**src/rtl/core/ppst_pkg.sv**
```systemverilog
// Shared constants, codes and interface structs of the parallel port slave transfer block.
package ppst_pkg;

	localparam int BUF_BYTES = 1024;
	localparam int BUF_AW    = $clog2(BUF_BYTES);
	localparam int WORD_CAP  = BUF_BYTES / 2;
	localparam int LIMIT_W   = $clog2(WORD_CAP + 1);
	localparam int IDX_W     = 11;
	localparam logic [7:0] IDLE_BYTE = 8'hff;

	typedef enum logic [1:0] {
		KIND_START  = 2'd0,
		KIND_SELECT = 2'd1,
		KIND_BUF_WR = 2'd2,
		KIND_BUF_RD = 2'd3
	} kind_t;

	typedef enum logic [3:0] {
		OP_POLL      = 4'd0,
		OP_ACTION    = 4'd1,
		OP_END       = 4'd2,
		OP_SEND_WORD = 4'd3,
		OP_RECV_WORD = 4'd4,
		OP_SEND_LONG = 4'd5,
		OP_RECV_LONG = 4'd6,
		OP_RECV_BLK  = 4'd7,
		OP_SEND_BLK  = 4'd8,
		OP_ACK_LOW   = 4'd9,
		OP_ACK_HIGH  = 4'd10
	} op_t;

	// Buffer access issued on an accepted word.
	typedef struct packed {
		logic              we;
		logic              re;
		logic [BUF_AW-1:0] addr;
		logic [7:0]        wdata;
	} mem_req_t;

	// Result of one accepted word; the two mem flags pick the buffer read data.
	typedef struct packed {
		logic [7:0]  bus_out;
		logic        bus_driven;
		logic        ready_line;
		logic        ack_line;
		logic        busy;
		logic        done;
		logic [31:0] value;
		logic [15:0] size;
		logic [15:0] channel;
		logic        too_large;
		logic        ob_mem;
		logic        val_mem;
	} res_t;

endpackage

```
**src/rtl/core/ppst_ctrl.sv**
```systemverilog
// Handshake sequencer: operation state, byte stepping and buffer access requests.
module ppst_ctrl
	import ppst_pkg::*;
(
	input  logic        clk,
	input  logic        arst_n,
	input  logic        accept,
	input  logic [1:0]  kind,
	input  logic [3:0]  op,
	input  logic [31:0] send_value,
	input  logic [9:0]  block_words,
	input  logic [15:0] channel_in,
	input  logic        select_level,
	input  logic [7:0]  bus_in,
	input  logic [9:0]  buf_addr,
	input  logic [7:0]  buf_data,
	input  logic [7:0]  mem_rd,
	output mem_req_t    req,
	output res_t        res
);

	op_t                active_q;
	logic [IDX_W-1:0]   idx_q;
	logic               await_q;
	logic [31:0]        shift_q;
	logic [15:0]        hsize_q;
	logic [15:0]        hchan_q;
	logic [LIMIT_W-1:0] limit_q;
	logic [7:0]         out_byte_q;
	logic               ob_mem_q;
	logic               drive_q;
	logic               ready_q;
	logic               ack_q;

	op_t                n_active;
	logic [IDX_W-1:0]   n_idx;
	logic               n_await;
	logic [31:0]        n_shift;
	logic [15:0]        n_hsize;
	logic [15:0]        n_hchan;
	logic [LIMIT_W-1:0] n_limit;
	logic [7:0]         n_ob;
	logic               n_obm;
	logic               n_drive;
	logic               n_ready;
	logic               n_ack;
	logic               step;
	logic               fin;
	logic [2:0]         nb;
	logic [2:0]         k;
	logic [31:0]        sel32;
	logic [17:0]        i18;
	logic [17:0]        twice;
	logic [IDX_W-1:0]   a_rx;
	logic [IDX_W-1:0]   a_tx;
	logic [LIMIT_W-1:0] sat;
	mem_req_t           r;
	res_t               o;

	always_comb begin
		n_active = active_q;
		n_idx    = idx_q;
		n_await  = await_q;
		n_shift  = shift_q;
		n_hsize  = hsize_q;
		n_hchan  = hchan_q;
		n_limit  = limit_q;
		n_ob     = ob_mem_q ? mem_rd : out_byte_q;
		n_obm    = 1'b0;
		n_drive  = drive_q;
		n_ready  = ready_q;
		n_ack    = ack_q;
		step     = 1'b0;
		fin      = 1'b0;
		nb       = 3'd2;
		k        = 3'd0;
		sel32    = 32'd0;
		i18      = 18'd0;
		twice    = 18'd0;
		a_rx     = '0;
		a_tx     = '0;
		sat      = (block_words > 10'(WORD_CAP)) ? LIMIT_W'(WORD_CAP)
			: LIMIT_W'(block_words);
		r        = '0;
		o        = '0;

		unique case (kind_t'(kind))
			KIND_START: begin
				if (active_q == OP_POLL) begin
					unique case (op_t'(op))
						OP_POLL: begin
							o.value = select_level ? {24'd0, IDLE_BYTE} : {24'd0, bus_in};
							o.done  = 1'b1;
						end
						OP_ACTION: begin
							n_ready = 1'b0;
							o.done  = 1'b1;
						end
						OP_ACK_LOW: begin
							n_ack  = 1'b0;
							o.done = 1'b1;
						end
						OP_ACK_HIGH: begin
							n_ack  = 1'b1;
							o.done = 1'b1;
						end
						OP_END, OP_SEND_WORD, OP_RECV_WORD, OP_SEND_LONG,
						OP_RECV_LONG, OP_RECV_BLK, OP_SEND_BLK: begin
							n_active = op_t'(op);
							n_idx    = '0;
							n_await  = 1'b1;
							if (op_t'(op) != OP_END) begin
								n_ready = 1'b0;
							end
							if (op_t'(op) == OP_SEND_WORD) begin
								n_shift = {16'd0, send_value[15:0]};
							end else if (op_t'(op) == OP_SEND_LONG) begin
								n_shift = send_value;
							end else begin
								n_shift = 32'd0;
							end
							if (op_t'(op) == OP_RECV_BLK) begin
								n_limit = sat;
							end
							if (op_t'(op) == OP_SEND_BLK) begin
								n_hsize = 16'(sat);
								n_hchan = channel_in;
							end
							step = select_level;
						end
						default: begin
						end
					endcase
				end
			end
			KIND_SELECT: begin
				step = (active_q != OP_POLL) && (select_level == await_q);
			end
			KIND_BUF_WR: begin
				r.we    = 1'b1;
				r.addr  = buf_addr[BUF_AW-1:0];
				r.wdata = buf_data;
			end
			KIND_BUF_RD: begin
				r.re      = 1'b1;
				r.addr    = buf_addr[BUF_AW-1:0];
				o.val_mem = 1'b1;
			end
			default: begin
			end
		endcase

		// One awaited select level: move one byte of the active operation.
		if (step) begin
			i18   = {{(18-IDX_W){1'b0}}, n_idx};
			twice = {1'b0, n_hsize, 1'b0};
			a_rx  = n_idx - IDX_W'(4);
			a_tx  = n_idx - IDX_W'(5);
			unique case (n_active)
				OP_SEND_WORD, OP_SEND_LONG: begin
					nb = (n_active == OP_SEND_WORD) ? 3'd2 : 3'd4;
					if (n_idx == '0) begin
						n_drive = 1'b1;
					end else if (n_idx <= IDX_W'(nb)) begin
						k     = nb - n_idx[2:0];
						sel32 = n_shift >> {k, 3'b000};
						n_ob  = sel32[7:0];
					end else begin
						n_drive = 1'b0;
						fin     = 1'b1;
					end
				end
				OP_RECV_WORD, OP_RECV_LONG: begin
					nb      = (n_active == OP_RECV_WORD) ? 3'd2 : 3'd4;
					n_shift = {n_shift[23:0], bus_in};
					if (n_idx + IDX_W'(1) >= IDX_W'(nb)) begin
						o.value = n_shift;
						fin     = 1'b1;
					end
				end
				OP_RECV_BLK: begin
					if (n_idx == IDX_W'(0)) begin
						n_hchan = {bus_in, 8'd0};
					end else if (n_idx == IDX_W'(1)) begin
						n_hchan = {n_hchan[15:8], bus_in};
					end else if (n_idx == IDX_W'(2)) begin
						n_hsize = {bus_in, 8'd0};
					end else if (n_idx == IDX_W'(3)) begin
						n_hsize   = {n_hsize[15:8], bus_in};
						o.size    = n_hsize;
						o.channel = n_hchan;
						if (n_hsize > 16'(n_limit)) begin
							n_ready     = 1'b1;
							o.too_large = 1'b1;
							fin         = 1'b1;
						end else if (n_hsize == 16'd0) begin
							fin = 1'b1;
						end
					end else begin
						r.we    = 1'b1;
						r.addr  = a_rx[BUF_AW-1:0];
						r.wdata = bus_in;
						// Last byte once the count of data bytes reaches twice the size word.
						if (i18 - 18'd3 >= twice) begin
							o.size    = n_hsize;
							o.channel = n_hchan;
							fin       = 1'b1;
						end
					end
				end
				OP_SEND_BLK: begin
					if (n_idx == IDX_W'(0)) begin
						n_drive = 1'b1;
					end else if (n_idx == IDX_W'(1)) begin
						n_ob = n_hchan[15:8];
					end else if (n_idx == IDX_W'(2)) begin
						n_ob = n_hchan[7:0];
					end else if (n_idx == IDX_W'(3)) begin
						n_ob = n_hsize[15:8];
					end else if (n_idx == IDX_W'(4)) begin
						n_ob = n_hsize[7:0];
					end else if (i18 < twice + 18'd5) begin
						// The byte comes from the buffer's registered read port in the cycle after the request.
						r.re   = 1'b1;
						r.addr = a_tx[BUF_AW-1:0];
						n_obm  = 1'b1;
					end else begin
						n_drive = 1'b0;
						fin     = 1'b1;
					end
				end
				default: begin
					n_ready = 1'b1;
					fin     = 1'b1;
				end
			endcase
			if (fin) begin
				n_active = OP_POLL;
				n_idx    = '0;
				n_await  = 1'b1;
				o.done   = 1'b1;
			end else begin
				n_idx   = n_idx + IDX_W'(1);
				n_await = ~n_idx[0];
			end
		end

		o.bus_out    = n_ob;
		o.ob_mem     = n_obm;
		o.bus_driven = n_drive;
		o.ready_line = n_ready;
		o.ack_line   = n_ack;
		o.busy       = (n_active != OP_POLL);
	end

	always_ff @(posedge clk or negedge arst_n) begin
		if (!arst_n) begin
			active_q   <= OP_POLL;
			idx_q      <= '0;
			await_q    <= 1'b1;
			shift_q    <= '0;
			hsize_q    <= '0;
			hchan_q    <= '0;
			limit_q    <= '0;
			out_byte_q <= IDLE_BYTE;
			ob_mem_q   <= 1'b0;
			drive_q    <= 1'b0;
			ready_q    <= 1'b1;
			ack_q      <= 1'b1;
		end else if (accept) begin
			active_q   <= n_active;
			idx_q      <= n_idx;
			await_q    <= n_await;
			shift_q    <= n_shift;
			hsize_q    <= n_hsize;
			hchan_q    <= n_hchan;
			limit_q    <= n_limit;
			out_byte_q <= n_ob;
			ob_mem_q   <= n_obm;
			drive_q    <= n_drive;
			ready_q    <= n_ready;
			ack_q      <= n_ack;
		end
	end

	always_comb begin
		req    = r;
		req.we = r.we & accept;
		req.re = r.re & accept;
		res    = o;
	end

endmodule

```
**config.mk**
```make
export PLATFORM = sky130hd
export DESIGN_NAME = ppst_ctrl
export DESIGN_NICKNAME = d
export VERILOG_FILES = /design/src/rtl/core/ppst_pkg.sv /design/src/rtl/core/ppst_ctrl.sv
export SDC_FILE = /design/constraint.sdc
export NUM_CORES = 1
export LEC_CHECK = 0
export BUFFER_PORTS_ARGS = -buffer_cell sky130_fd_sc_hd__buf_2
export CORE_MARGIN = 2
export CORE_UTILIZATION = 58
export CTS_BUF_LIST = sky130_fd_sc_hd__clkbuf_4
export CTS_CLUSTER_SIZE = 12
export DETAILED_ROUTE_END_ITERATION = 10
export PLACE_DENSITY = 0.85
export SETUP_SLACK_MARGIN = 0.5
export SYNTH_ARGS = -nofsm -noshare
export SYNTH_HDL_FRONTEND = slang
export SYNTH_SLANG_ARGS = --single-unit
```
**constraint.sdc**
```tcl
create_clock -name clk -period 6.1 [get_ports clk]
set_clock_uncertainty 0.2 [all_clocks]
set_input_delay 0.305 -clock clk [delete_from_list [all_inputs] [get_ports clk]]
set_output_delay 0.305 -clock clk [all_outputs]
set_load 0.1 [all_outputs]
```
==> results.yml, run 1 <==
global_routing:
  gr-total-overflow: 0
  grt_pass1_wl_um: 53300
  grt_busiest_layer: "met2"
  met3_usage_pct: 7.65
  grt_max_degree: 84
  antenna_found_initial: 0
  grt_usage_pct: 38.5
  grtUsageMet1_pct: 50.3
  grt_use_met2_pct: 62.2
  grt_pass1_vias: 9811
sta:
  fin_crit_sh_pct: 91.5
  drv_slew: 0
  hold_violations: 0
  period_needed_ns: 5.58
  rsz0062_at_grt: "yes"
  worstMarginPinSlew_ns: 1.21
  slew_headroom_pct: 18.2
  setup_violations: 0
  tns_ns: 0
  fmax_mhz: 179
clock_tree:
  cts_max_level: 3
  clk_latency_ns: 0.52
  clock-sinks: 102
  numCtsBuffers: 9
  clock_path_buffers: 2
  path_clk_slew_ns: 0.18
  root_buffer: "clkbuf_4"
  cts_tree: "yes"
detailed_routing:
  routed_wl_um: 35300
  ant_nets: 0
  post-route-drc-count: 0
  dr.pass1.iters: 7
  drtIter0Drc: 1363
  vias: 10601
  wl_per_cell_um: 22.0
  viasPerCell: 6.60
placement:
  gp_congestion: 1.01
  portBuffers: 201
  post_dp_cell_area_um2: 10900
  place_hpwl_um: 25200
worst_setup_path:
  critPathLaunch: "active_q[3]"
  start_kind: "flip-flop"
  r2r_cells: 20
  r2r_setup_slack_ns: 0.91
  path_max_fanout: 7
  r2r-start: "active_q[3]"
  r2r_end: "idx_q[9]"
  cp.arrival_ns: 5.07
  crit_path_end: "res[68]"
  cp.required_ns: 5.59
  end_kind: "primary output"
  path_class: "flip-flop to primary output"
yosys:
  ys_seq_area_share_pct: 27.1
  synth_area_um2: 9460
  syn_nets: 1344
  async_flop_share_pct: 100
  netlist_instances: 1195
  synth_cell_types: 70
  yosysWarnings: 0
  ys.flop_type: "dfrtp_1"
  synth_edf_count: 0
  postSynthAreaPerCell_um2: 7.92
  ys_ff_latch: 102
floorplan:
  initial_core_util_pct: 59.4
  rows: 46
  pin_count: 202
  die_area_um2: 17400
  core_area_um2: 15900
  die_y_um: 132
  fp.dieW_um: 132
run:
  cap_violations: 0
final_layout:
  area_delta_synth_final_pct: 23.3
  final_layout_size_suffix_gt1_share_pct: 31.1
  final_common_cell: "buf_2"
  final_cell_mix: "184 x buf_2, 124 x nor2_1, 110 x nand2_1"
  postLayoutCellArea_um2: 11700
  nNetsFinal: 1535
  insertedDiodeCount: 0
pwr:
  p_per_area_nw_per_um2: 336
  vdd_ir_drop_max_mv: 0.264
  leakage_nw: 5.32
min_path:
  worstHoldPathType: "primary input to flip-flop"
run_status:
  status: "finished clean"
## synth_stat cells (9+ instances only)
cell type	n	area [um^2]
nor2_1	149	559
nand2_1	114	428
dfrtp_1	91	2280
o21ai_0	85	425
clkbuf_1	79	297
a21oi_1	70	350
inv_1	49	184
mux2i_1	49	490
ha_1	45	563
mux2_2	44	495
nand3_1	37	185
a22o_1	27	236
nor3_1	26	130
a22oi_1	24	180
o21a_1	19	143
a31oi_1	17	106
nor2b_1	16	100
xnor2_1	16	140
a211oi_1	12	90.1
a221oi_1	11	96.3
and2_1	11	68.8
and3_1	11	68.8
dfstp_2	11	289
o211ai_1	11	82.6
nor4_1	10	62.6
o2bb2ai_1	10	87.6
nand4_1	9	56.3
o22ai_1	9	56.3
## how the worst min path moves through the flow
stage                     depth (start not counted)           to            from
after global placement                            1  hchan_q[10]          arst_n
after CTS                                         5  shift_q[17]  send_value[17]
after global routing                              4   shift_q[6]   send_value[6]
after detailed placement                          1  hchan_q[10]          arst_n
after floorplan                                   0  active_q[0]          arst_n
final                                             5  shift_q[17]  send_value[17]
## where the power goes
part           switching (mW)  internal, mW
registers               0.167         0.870
clock network           0.284        0.0958
logic                    1.56         0.949
total                    2.01          1.92
## sequential cells by signal, summed over array words and instances, names as in the netlist
register and cells:
ready_q 1, await_q 1, limit_q 10, out_byte_q 8, shift_q 32, idx_q 11, ob_mem_q 1, hsize_q 16
hchan_q 16, ack_q 1, active_q 4, drive_q 1
## per-stage QoR
step                      utilization [%]  hold WS (ns)  cells  total power, mW  worst slack, ns
final                                73.2        0.0302   1607             3.92            0.521
after CTS                            70.8        0.0125   1585             3.71            0.502
after global routing                 73.2        0.0222   1607             4.14            0.369
after global placement               68.3         0.126   1547             3.27            0.634
after floorplan                         -        -0.191   1195             2.72            0.235
after detailed placement             68.3         0.127   1547             3.31            0.548
## cell families (layout without fill, tap and decap cells)
logic type,count (synthesis),in the layout,synth area share (%)
xor+xnor,24,24,2.22
compound gates,357,358,25.4
buf+inv,146,341,6.10
mux,101,101,12.3
flops,102,102,27.1
simple gates,417,417,20.4
fa+ha+maj,48,48,6.48
## critical path, stage by stage, from the launching register on
cell and delay (ns):
dfrtp_2 0.49, buf_6 0.14, nor4_4 0.34, o211ai_1 0.15
buf_4 0.20, and2_4 0.19, ha_4 0.19, buf_4 0.16
xnor2_1 0.22, inv_1 0.09, ha_1 0.28, nand4_1 0.15
o31ai_1 0.08, a311o_1 0.33, o211a_1 0.24, o311a_1 0.31
a211o_4 0.37, a21oi_4 0.19, nor2_4 0.05, a31oi_4 0.19
buf_12 0.20
## per-layer routing
| metal | vias up | routed length [um] |
|---|---|---|
| li1 | 4754 | - |
| met1 | 4992 | 13400 |
| met2 | 722 | 16300 |
| met3 | 133 | 3780 |
| met4 | 0 | 1780 |
| met5 | - | 0 |
## timing repair
item,CTS,global route
buffers inserted,5,21
pin swaps,2,19
endpoints found under the setup margin,47,24
gates cloned,0,1
hold endpoints to repair,62,0
gates resized for setup,25,54
hold buffers,17,0
## cell type report
cell class              instances  area (um^2)
multi-input cells             948         6760
repair buffers                275         1750
well taps                     216          270
fillers                      1262         4270
clock buffers                  10         75.1
flip-flops and latches        102         2570
clock inverters                 6         52.6
inverters                      50          190
(Power assumes the default switching activity.)
==> run 2, diff against run 1 <==
Clock period 6.1 ns to 5.75 ns, I/O delays scaled along.
==> run 2 against run 1 <==
Sequential power increased by 7%. Hold slack got worse by 0.023 ns. Count of clock-buffer cells in the layout decreased by 1. Critical path depth increased by 1. Highest routed layer unchanged.
==> results.yml, run 2 (synthesis gave the netlist of run 1 again) <==
sta:
  worstMarginPinSlew_ns: 1.28
  fmax_mhz: 181
  hold_violations: 0
  fin_ws_ns: 0.215
  setup_violations: 0
  tns_ns: 0
  fin_crit_sh_pct: 96.3
  hold_ws_ns: 0.00773
  rsz0062_at_grt: "yes"
  drv_slew: 0
  slew_headroom_pct: 14.7
  period_needed_ns: 5.54
floorplan:
  die_area_um2: 17400
  rows: 46
  fp.dieW_um: 132
  pin_count: 202
  die_y_um: 132
  initial_core_util_pct: 59.4
  core_area_um2: 15900
worst_setup_path:
  start_kind: "flip-flop"
  path_class: "flip-flop to primary output"
  r2r-start: "active_q[1]"
  cp.arrival_ns: 5.05
  r2r_setup_slack_ns: 0.64
  critPathLaunch: "active_q[1]"
  end_kind: "primary output"
  path_max_fanout: 8
  cp.required_ns: 5.26
clock_tree:
  clk_latency_ns: 0.54
  numCtsBuffers: 9
  path_clk_slew_ns: 0.18
  cts_max_level: 3
  cts_tree: "yes"
  clock_path_buffers: 2
  root_buffer: "clkbuf_4"
  clock-sinks: 102
final_layout:
  top_regs: "shift_q (32), hchan_q (16), hsize_q (16)"
  final_cell_mix: "152 x buf_2, 123 x nor2_1, 107 x nand2_1"
  largest_reg_flops: 32
  final_layout_size_suffix_gt1_share_pct: 34.1
  utilization_pct: 78.1
  regMostFlops: "shift_q"
  nNetsFinal: 1567
  final_common_cell: "buf_2"
  area_delta_synth_final_pct: 31.6
  postLayoutCellArea_um2: 12500
  finalNonFillerCells: 1640
pwr:
  vdd_ir_drop_max_mv: 0.428
  p_per_area_nw_per_um2: 348
  report.power.total_mw: 4.33
  leakage_nw: 5.58
run_status:
  status: "finished clean"
placement:
  portBuffers: 201
  gp_congestion: 1.04
  dp_slack_ns: 0.259
  dp.cells: 1546
  place_hpwl_um: 25500
  post_dp_cell_area_um2: 11100
detailed_routing:
  post-route-drc-count: 0
  drtIter0Drc: 2034
  viasPerCell: 6.82
  dr.pass1.iters: 10
  ant_nets: 0
  vias: 11188
  routed_wl_um: 37100
  wl_per_cell_um: 22.6
run:
  cap_violations: 0
min_path:
  worstHoldPathType: "primary input to flip-flop"
  hp-start: "mem_rd[0]"
global_routing:
  grt_pass1_vias: 10357
  grt_pass1_wl_um: 55100
  grt_max_degree: 81
  gr-total-overflow: 0
  antenna_found_initial: 1
  grt_usage_pct: 39.8
-- run 2: cell types whose count changed in the layout (fill, tap and decap cells not counted), moves of 5 or more --
cell / before / now
o21ai_2: 7 / 2
buf_12: 5 / 21
buf_2: 184 / 152
buf_4: 57 / 83
o21ai_4: 0 / 6
clkbuf_4: 12 / 20
buf_6: 8 / 18
-- run 2: critical path, cell delays in order, from the launching register on --
cell,delay (ns)
dfrtp_2,0.44
buf_4,0.15
nor4_4,0.29
buf_4,0.16
buf_6,0.13
nand2_4,0.07
inv_2,0.07
nand4_1,0.17
buf_6,0.21
buf_4,0.14
mux2i_1,0.22
ha_1,0.30
o21ai_0,0.30
a21oi_1,0.13
nand2_1,0.09
a21oi_1,0.06
or4_4,0.58
a211o_4,0.38
a21oi_4,0.18
nor2_2,0.07
a31oi_4,0.19
buf_12,0.19
-- run 2: worst paths after layout --
| check | end | depth (start not counted) |
|---|---|---|
| worst max register to register | idx_q[9] | 21 |
| worst min-delay path | out_byte_q[0] | 4 |
| worst min register to register | hchan_q[3] | 1 |
| worst max-delay path | res[68] | 21 |
| max in group asynchronous | active_q[1] | 3 |
| min in group asynchronous | shift_q[9] | 2 |
-- run 2: power by group --
group | internal [mW] | leakage [nW] | switching (mW)
sequential | 0.923 | 1.27 | 0.182
combinational | 1.10 | 4.24 | 1.72
clock | 0.0978 | 0.0693 | 0.304
total | 2.12 | 5.58 | 2.21
-- run 2: what timing repair did --
item,4_1_cts,5_1_grt
cloned,1,4
resized for setup,66,109
setup buffers,29,24
pin swaps,24,29
hold buffers,19,0
hold endpoints to repair,75,0
endpoints found under the setup margin,58,91
-- run 2: cell type report --
type | instances | area, um^2
Clock buffer | 9 | 67.6
Timing Repair Buffer | 308 | 2370
Multi-Input combinational cell | 947 | 6900
Inverter | 50 | 203
Tap cell | 216 | 270
Sequential cell | 102 | 2570
Clock inverter | 7 | 65.1
Antenna cell | 1 | 2.50
Fill cell | 1091 | 3490
-- run 2: metal layers --
layer / global-route usage, % / part of all wire (%) / up-vias
li1: - / - / 4821
met1: 49.7 / 35 / 5214
met2: 65.4 / 46 / 921
met3: 7.80 / 12 / 232
met4: 21.0 / 6.9 / 0
met5: 0 / 0 / -
